### config.mk
export PLATFORM = sky130hd
export DESIGN_NAME = emergency_command_sniffer_flat
export DESIGN_NICKNAME = d
export VERILOG_FILES = /design/src/hdl/ecs_pkg.sv /design/src/hdl/ecs_if.sv /design/src/hdl/ecs_in_stage.sv /design/src/hdl/ecs_parser.sv /design/src/hdl/emergency_command_sniffer.sv /design/src/flat_wrapper.sv
export SDC_FILE = /design/constraint.sdc
export NUM_CORES = 1
export LEC_CHECK = 0
export BUFFER_PORTS_ARGS = -buffer_cell sky130_fd_sc_hd__buf_2
export CORE_MARGIN = 2
export CORE_UTILIZATION = 50
export CTS_CLUSTER_SIZE = 25
export DETAILED_ROUTE_END_ITERATION = 16
export PLACE_DENSITY = 0.67
export SLEW_MARGIN = 20
export SYNTH_ARGS = -nofsm -noshare
export SYNTH_HDL_FRONTEND = slang
export SYNTH_SLANG_ARGS = --single-unit
### constraint.sdc
create_clock -name clk -period 4.8 [get_ports clk]
set_clock_uncertainty 0.2 [all_clocks]
set_input_delay 0.96 -clock clk [delete_from_list [all_inputs] [get_ports clk]]
set_output_delay 0.96 -clock clk [all_outputs]
set_load 0.005 [all_outputs]
### src/hdl/ecs_pkg.sv
// Package for the emergency command sniffer.
// Holds the parser state type, the action codes, character constants and the result struct.
// No dependencies; the parser, the top level, the checker and the testbench import it.
package ecs_pkg;

    localparam logic [7:0] CH_NL    = 8'h0A;
    localparam logic [7:0] CH_SPACE = 8'h20;
    localparam logic [7:0] CH_M     = 8'h4D;
    localparam logic [7:0] CH_N     = 8'h4E;
    localparam logic [7:0] CH_S     = 8'h53;
    localparam logic [7:0] CH_DASH  = 8'h2D;
    localparam logic [7:0] CH_0     = 8'h30;
    localparam logic [7:0] CH_1     = 8'h31;
    localparam logic [7:0] CH_2     = 8'h32;
    localparam logic [7:0] CH_4     = 8'h34;
    localparam logic [7:0] CH_6     = 8'h36;
    localparam logic [7:0] CH_7     = 8'h37;
    localparam logic [7:0] CH_8     = 8'h38;
    localparam logic [7:0] CH_9     = 8'h39;

    localparam logic PARSER_ENABLE_RESET = 1'b1;

    typedef enum logic [4:0] {
        ST_START,
        ST_NUM,
        ST_M,
        ST_M1,
        ST_M10,
        ST_M108,
        ST_M11,
        ST_M112,
        ST_M4,
        ST_M41,
        ST_M410,
        ST_M8,
        ST_M87,
        ST_M876,
        ST_M876S,
        ST_M876SD,
        ST_SKIP
    } parser_state_t;

    typedef enum logic [2:0] {
        ACT_NONE   = 3'd0,
        ACT_CANCEL = 3'd1,
        ACT_KILL   = 3'd2,
        ACT_QSTOP  = 3'd3,
        ACT_HOST   = 3'd4
    } action_t;

    typedef struct packed {
        action_t    action;
        logic [3:0] response_value;
        logic       kill_latched;
    } ecs_result_t;

endpackage

### src/hdl/ecs_if.sv
// Channel interfaces of the emergency command sniffer: received bytes, results, configuration.
// Each carries valid, ready and the payload; no package dependency.
interface ecs_rx_if;
    logic       valid;
    logic       ready;
    logic [7:0] rx_byte;

    modport source (output valid, output rx_byte, input ready);
    modport sink (input valid, input rx_byte, output ready);
endinterface

interface ecs_result_if;
    logic       valid;
    logic       ready;
    logic [2:0] action;
    logic [3:0] response_value;
    logic       kill_latched;

    modport source (output valid, output action, output response_value,
                    output kill_latched, input ready);
    modport sink (input valid, input action, input response_value,
                  input kill_latched, output ready);
endinterface

interface ecs_cfg_if;
    logic valid;
    logic ready;
    logic parser_enable;

    modport source (output valid, output parser_enable, input ready);
    modport sink (input valid, input parser_enable, output ready);
endinterface

### src/hdl/ecs_in_stage.sv
// Input register of the emergency command sniffer.
// Depends on ecs_if.sv (ecs_rx_if); holds one received byte until the parser takes it.
module ecs_in_stage
(
    input  logic       clk,
    input  logic       rst_n,
    ecs_rx_if.sink     rx,
    input  logic       advance,
    output logic       byte_valid,
    output logic [7:0] byte_data
);

    logic       valid_reg;
    logic       valid_next;
    logic [7:0] byte_reg;
    logic       take;

    // accept while empty or while the held byte moves on this cycle
    assign rx.ready   = !valid_reg || advance;
    assign take       = rx.valid && rx.ready;
    assign valid_next = take ? 1'b1 : (advance ? 1'b0 : valid_reg);

    always_ff @(posedge clk or negedge rst_n)
    begin
        if (!rst_n)
        begin
            valid_reg <= 1'b0;
        end
        else
        begin
            valid_reg <= valid_next;
        end
    end

    always_ff @(posedge clk)
    begin
        if (take)
        begin
            byte_reg <= rx.rx_byte;
        end
    end

    assign byte_valid = valid_reg;
    assign byte_data  = byte_reg;

endmodule

### src/hdl/ecs_parser.sv
// Command parser of the emergency command sniffer: state register, response digit, kill flag.
// Depends on ecs_pkg (state type, action codes, character constants, result struct).
module ecs_parser
    import ecs_pkg::*;
(
    input  logic        clk,
    input  logic        rst_n,
    input  logic        fire,
    input  logic [7:0]  byte_data,
    input  logic        enable,
    output ecs_result_t result
);

    parser_state_t state_reg;
    parser_state_t state_next;
    logic [3:0]    digit_reg;
    logic [3:0]    digit_next;
    logic          kill_reg;
    logic          kill_next;
    action_t       action;
    logic          is_digit;
    logic [7:0]    digit_diff;

    assign is_digit   = byte_data inside {[CH_0:CH_9]};
    assign digit_diff = byte_data - CH_0;

    always_comb
    begin
        state_next = state_reg;
        digit_next = digit_reg;
        kill_next  = kill_reg;
        action     = ACT_NONE;
        case (state_reg)
            ST_START:
            begin
                if (byte_data == CH_SPACE)
                    state_next = ST_START;
                else if (byte_data == CH_N)
                    state_next = ST_NUM;
                else if (byte_data == CH_M)
                    state_next = ST_M;
                else
                    state_next = ST_SKIP;
            end
            ST_NUM:
            begin
                if (is_digit || byte_data == CH_DASH || byte_data == CH_SPACE)
                    state_next = ST_NUM;
                else if (byte_data == CH_M)
                    state_next = ST_M;
                else
                    state_next = ST_SKIP;
            end
            ST_M:
            begin
                if (byte_data == CH_SPACE)
                    state_next = ST_M;
                else if (byte_data == CH_1)
                    state_next = ST_M1;
                else if (byte_data == CH_4)
                    state_next = ST_M4;
                else if (byte_data == CH_8)
                    state_next = ST_M8;
                else
                    state_next = ST_SKIP;
            end
            ST_M1:
            begin
                if (byte_data == CH_0)
                    state_next = ST_M10;
                else if (byte_data == CH_1)
                    state_next = ST_M11;
                else
                    state_next = ST_SKIP;
            end
            ST_M10:  state_next = (byte_data == CH_8) ? ST_M108 : ST_SKIP;
            ST_M11:  state_next = (byte_data == CH_2) ? ST_M112 : ST_SKIP;
            ST_M4:   state_next = (byte_data == CH_1) ? ST_M41  : ST_SKIP;
            ST_M41:  state_next = (byte_data == CH_0) ? ST_M410 : ST_SKIP;
            ST_M8:   state_next = (byte_data == CH_7) ? ST_M87  : ST_SKIP;
            ST_M87:  state_next = (byte_data == CH_6) ? ST_M876 : ST_SKIP;
            ST_M876:
            begin
                if (byte_data == CH_SPACE)
                    state_next = ST_M876;
                else if (byte_data == CH_S)
                    state_next = ST_M876S;
                else
                    state_next = ST_SKIP;
            end
            ST_M876S:
            begin
                // hold here on anything but a digit, newline included
                if (is_digit)
                begin
                    state_next = ST_M876SD;
                    digit_next = digit_diff[3:0];
                end
            end
            ST_M108, ST_M112, ST_M410, ST_M876SD:
            begin
                if (byte_data == CH_NL)
                begin
                    state_next = ST_START;
                    if (enable)
                    begin
                        case (state_reg)
                            ST_M108: action = ACT_CANCEL;
                            ST_M112:
                            begin
                                action    = ACT_KILL;
                                kill_next = 1'b1;
                            end
                            ST_M410: action = ACT_QSTOP;
                            default: action = ACT_HOST;
                        endcase
                    end
                end
            end
            default:
            begin
                if (byte_data == CH_NL)
                    state_next = ST_START;
            end
        endcase
    end

    always_ff @(posedge clk or negedge rst_n)
    begin
        if (!rst_n)
        begin
            state_reg <= ST_START;
            digit_reg <= 4'd0;
            kill_reg  <= 1'b0;
        end
        else if (fire)
        begin
            state_reg <= state_next;
            digit_reg <= digit_next;
            kill_reg  <= kill_next;
        end
    end

    assign result.action         = action;
    assign result.response_value = digit_next;
    assign result.kill_latched   = kill_next;

endmodule

### src/hdl/emergency_command_sniffer.sv
// Emergency command sniffer: watches a byte stream for M108, M112, M410 and M876 S<digit>.
// An accepted byte waits in the input register, then its result in the result register.
// Throughput: one byte per cycle unless a result waits; then the input register holds one.
// Reset (rst_n low, asynchronous): parser at line start, digit 0, kill flag clear, enable set.
// Depends on ecs_pkg, ecs_if.sv, ecs_in_stage and ecs_parser.
module emergency_command_sniffer
    import ecs_pkg::*;
#(
    parameter logic ENABLE_RESET = PARSER_ENABLE_RESET
)
(
    input  logic        clk,
    input  logic        rst_n,
    ecs_rx_if.sink      rx,
    ecs_result_if.source result,
    ecs_cfg_if.sink     cfg
);

    logic        byte_valid;
    logic [7:0]  byte_data;
    logic        advance;
    logic        fire;
    logic        enable_reg;
    logic        out_valid_reg;
    logic        out_valid_next;
    ecs_result_t parsed;
    ecs_result_t out_reg;

    assign advance = !out_valid_reg || result.ready;
    assign fire    = byte_valid && advance;

    ecs_in_stage u_in_stage
    (
        .clk        (clk),
        .rst_n      (rst_n),
        .rx         (rx),
        .advance    (advance),
        .byte_valid (byte_valid),
        .byte_data  (byte_data)
    );

    ecs_parser u_parser
    (
        .clk       (clk),
        .rst_n     (rst_n),
        .fire      (fire),
        .byte_data (byte_data),
        .enable    (enable_reg),
        .result    (parsed)
    );

    assign cfg.ready = 1'b1;

    always_ff @(posedge clk or negedge rst_n)
    begin
        if (!rst_n)
        begin
            enable_reg <= ENABLE_RESET;
        end
        else if (cfg.valid)
        begin
            enable_reg <= cfg.parser_enable;
        end
    end

    assign out_valid_next = fire ? 1'b1 : (advance ? 1'b0 : out_valid_reg);

    always_ff @(posedge clk or negedge rst_n)
    begin
        if (!rst_n)
        begin
            out_valid_reg <= 1'b0;
            out_reg       <= '{action: ACT_NONE, response_value: 4'd0, kill_latched: 1'b0};
        end
        else
        begin
            out_valid_reg <= out_valid_next;
            if (fire)
            begin
                out_reg <= parsed;
            end
        end
    end

    assign result.valid          = out_valid_reg;
    assign result.action         = out_reg.action;
    assign result.response_value = out_reg.response_value;
    assign result.kill_latched   = out_reg.kill_latched;

endmodule

### src/flat_wrapper.sv
// flat-port wrapper written by rule: the top's interface ports become plain ports
module emergency_command_sniffer_flat import ecs_pkg::*;
#(
    parameter logic ENABLE_RESET = PARSER_ENABLE_RESET
)
  (clk, rst_n, rx_valid, rx_rx_byte, rx_ready, result_valid, result_action, result_response_value, result_kill_latched, result_ready, cfg_valid, cfg_parser_enable, cfg_ready);
  ecs_rx_if rx_i ();
  ecs_result_if result_i ();
  ecs_cfg_if cfg_i ();
  input  logic clk;
  input  logic rst_n;
  input wire logic [$bits(rx_i.valid)-1:0] rx_valid;
  input wire logic [$bits(rx_i.rx_byte)-1:0] rx_rx_byte;
  output wire logic [$bits(rx_i.ready)-1:0] rx_ready;
  output wire logic [$bits(result_i.valid)-1:0] result_valid;
  output wire logic [$bits(result_i.action)-1:0] result_action;
  output wire logic [$bits(result_i.response_value)-1:0] result_response_value;
  output wire logic [$bits(result_i.kill_latched)-1:0] result_kill_latched;
  input wire logic [$bits(result_i.ready)-1:0] result_ready;
  input wire logic [$bits(cfg_i.valid)-1:0] cfg_valid;
  input wire logic [$bits(cfg_i.parser_enable)-1:0] cfg_parser_enable;
  output wire logic [$bits(cfg_i.ready)-1:0] cfg_ready;
  assign rx_i.valid = rx_valid;
  assign rx_i.rx_byte = rx_rx_byte;
  assign rx_ready = rx_i.ready;
  assign result_valid = result_i.valid;
  assign result_action = result_i.action;
  assign result_response_value = result_i.response_value;
  assign result_kill_latched = result_i.kill_latched;
  assign result_i.ready = result_ready;
  assign cfg_i.valid = cfg_valid;
  assign cfg_i.parser_enable = cfg_parser_enable;
  assign cfg_ready = cfg_i.ready;
  emergency_command_sniffer #(.ENABLE_RESET(ENABLE_RESET)) u_core (.clk(clk), .rst_n(rst_n), .rx(rx_i), .result(result_i), .cfg(cfg_i));
endmodule
==> impl_metrics.tcl <==
set metrics [dict create \
    power.leakage_nw 0.6949 \
    netlist_area_sq_um 1673 \
    cts.repair.resized 0 \
    place.gp.congestion 1.030 \
    post-route-period-util 0.5573 \
    synth_ff_type "dfrtp_1" \
    vias 1630 \
    grt_pass1_vias 1428 \
    dp_cells 247 \
    antenna_found_initial 0 \
    overflow 0 \
    holdPathStages 1 \
    dpl_worst_slack_ns 2.163 \
    final-setup-viol-count 0 \
    portBuffers 23 \
    nets 220 \
    worstReg2RegEnd "u_core.u_parser.state_reg[1]" \
    synth-edff-count 8 \
    synthesis.nets 203 \
    hpwl_mm 3.191 \
    ctsHoldBuffers 0 \
    cp_max_fo 11 \
    reg2reg_slack_ns 2.13 \
    cp_data_required_time_ns 4.86 \
    finalWorstSetupSlack_ns 2.125 \
    path_class "flop to flop" \
    clockRootBuffer "clkbuf_4" \
    worstHoldStart "u_core.result.kill_latched" \
    multiInputGateArea_sq_um 962.2 \
    max_stage_delay_ns 0.78 \
    initial_core_util 0.5093 \
    postCtsSetupBuffers 0 \
    die_y_microns 61.84 \
    ys_seq_area_frac 0.3837 \
    coreArea_sq_um 3284 \
    cp_cell_sequence "nor3_1 -> or3b_1 -> a2111oi_2 -> nor4_1 -> a21oi_1" \
    hold_viol 0 \
    fmax_ghz 0.3738 \
    syn_avg_cell_area_sq_um 8.851 \
    layout_common_cells "buf_2 (23), nand2_1 (17), dfrtp_1 (15), nor2_1 (12), nor3_1 (10)" \
    postSynthCellCount 189 \
    synthToLayoutAreaGrowth_pct 9.125 \
    timing.max_cap.violations 0 \
    dr.pass1.iters 5 \
    finalSetupTns_ns 0 \
    cts_buffer_depth 2 \
    worstSkewPairLatency_ns 0.32 \
    start_kind "flop" \
    track_usage 0.2442 \
    status "finished clean" \
    largest_reg_flops 8 \
    grt_first_pass_wirelength_mm 6.734 \
    fp.dieW_microns 61.84 \
    final_antenna_net_count 0 \
    wire_per_inst_microns 17.08 \
    fillers 310 \
    r2r_cells 5 \
    ys_ff_latch 24 \
    max-slew-margin-rel 0.3451 \
    cts_made_buffers 3 \
    ioPinCount 25 \
    grt_max_degree 18 \
    drc 0 \
    drt-initial-drc-count 277 \
    cts_tree "yes" \
    worstPathArrival_ns 2.73 \
    ys_async_sr_fraction 0.6667 \
    min_to "u_core.result.kill_latched" \
    n_antenna_cell 0 \
    rows 21 \
    instances_no_fill 251 \
    seqCellArea_sq_um 641.9 \
    cpMaxStageDelayCell "nor3_1" \
    yosysWarnings 0 \
    max_slew.worst_pin.slew_ns 0.9803 \
    crit_path_end_kind "flop" \
    drive_gt1_frac 0.1805 \
    slew_violations 0 \
    power.density_nw_per_um2 380.8 \
    clk_pin_slew_ns 0.13 \
    timing.final.crit_period_ns 2.675 \
    rsz0062_at_grt "false" \
    synth.distinct_cells 56 \
    routed_via_density 6.494 \
    hold_class "flop to flop" \
    clock_sinks 24 \
    reg2reg_from "u_core.u_parser.state_reg[2]" \
    htreeDepth 1 \
    max-vdd-ir-drop_v 0.0002118 \
    die-area_sq_um 3824 \
    layout_commonest_cell "buf_2" \
    drt_wl_total_mm 4.287 \
]
## worst max-delay path by stage
stage                                       startpoint                              end  cells after the start
final                     u_core.u_parser.state_reg[2]     u_core.u_parser.state_reg[1]                      5
after global routing      u_core.u_parser.state_reg[2]     u_core.u_parser.state_reg[1]                      5
after CTS                 u_core.u_parser.state_reg[2]     u_core.u_parser.state_reg[1]                      5
after detailed placement                  result_ready     u_core.u_parser.state_reg[3]                      5
after global placement    u_core.u_parser.state_reg[2]     u_core.u_parser.state_reg[1]                      5
after floorplan                           result_ready  u_core.result.response_value[0]                      4
## routing by layer
metal / routed length, microns / track usage / vias to the layer above / part of all wire
met5: 0 / 0 / - / 0
met4: 187 / 0.1125 / 0 / 0.044
met3: 369 / 0.03106 / 29 / 0.086
met2: 1990 / 0.3714 / 108 / 0.46
met1: 1739 / 0.3463 / 733 / 0.41
li1: - / - / 760 / -
## logic make-up (layout without fill, tap and decap cells)
logic type,after synthesis,in the layout,share of synthesized area
buffers and inverters,17,33,0.04113
other,1,1,0.002242
AO/OA/AOI/OAI,48,48,0.2117
multiplexers,5,5,0.03291
AND/OR/NAND/NOR,92,92,0.3179
flip-flops,24,24,0.3837
XOR/XNOR,2,2,0.01047
## report_power, final
| group | switching [mW] | internal (mW) | total, mW | leakage [nW] |
|---|---|---|---|---|
| Combinational | 0.179 | 0.108 | 0.287 | 0.399 |
| Sequential | 0.0728 | 0.244 | 0.316 | 0.280 |
| Clock | 0.0612 | 0.0305 | 0.0917 | 0.0154 |
## cells in the mapped netlist, types with 4 or more instances
cell / n / share of area
nand2b_1: 6 / 0.022
o21ai_0: 6 / 0.018
inv_1: 6 / 0.013
mux2_2: 4 / 0.027
nor3_1: 10 / 0.030
nand4_1: 5 / 0.019
a41oi_1: 5 / 0.026
nor2b_1: 6 / 0.022
nand2_1: 17 / 0.038
nor3b_1: 5 / 0.022
dfrtp_1: 15 / 0.22
nand3_1: 6 / 0.018
nor2_1: 12 / 0.027
clkbuf_1: 8 / 0.018
a21oi_1: 5 / 0.015
and3b_1: 4 / 0.021
edfxtp_1: 8 / 0.14
a31oi_1: 5 / 0.019
and2_1: 6 / 0.022
## per-stage QoR
stage / power [mW] / util / hold slack, ns / cell area [sq um]
floorplan: 0.5126 / - / 0.2510 / 1673
global placement: 0.5922 / 0.5478 / 0.2378 / 1799
detailed placement: 0.5949 / 0.5478 / 0.2433 / 1799
CTS: 0.6855 / 0.5558 / 0.2730 / 1826
global route: 0.7425 / 0.5558 / 0.2871 / 1826
finish: 0.6951 / 0.5558 / 0.2763 / 1826
## area by class of cell
| class | count | area share |
|---|---|---|
| clock buffer | 3 | 0.01234 |
| timing repair buffer | 23 | 0.06306 |
| sequential | 24 | 0.3516 |
| inverter | 6 | 0.01234 |
| tap | 46 | 0.03153 |
| multi-input combinational | 148 | 0.5271 |
| clock inverter | 1 | 0.002056 |
## worst max-delay path: cells and delay by family, from the launching register on
kind,cells,cell delay [ns]
AO/OA/AOI/OAI,2,0.53
AND/OR/NAND/NOR,3,1.36
flip-flops,1,0.51
Power figures use the tool's default switching activity.
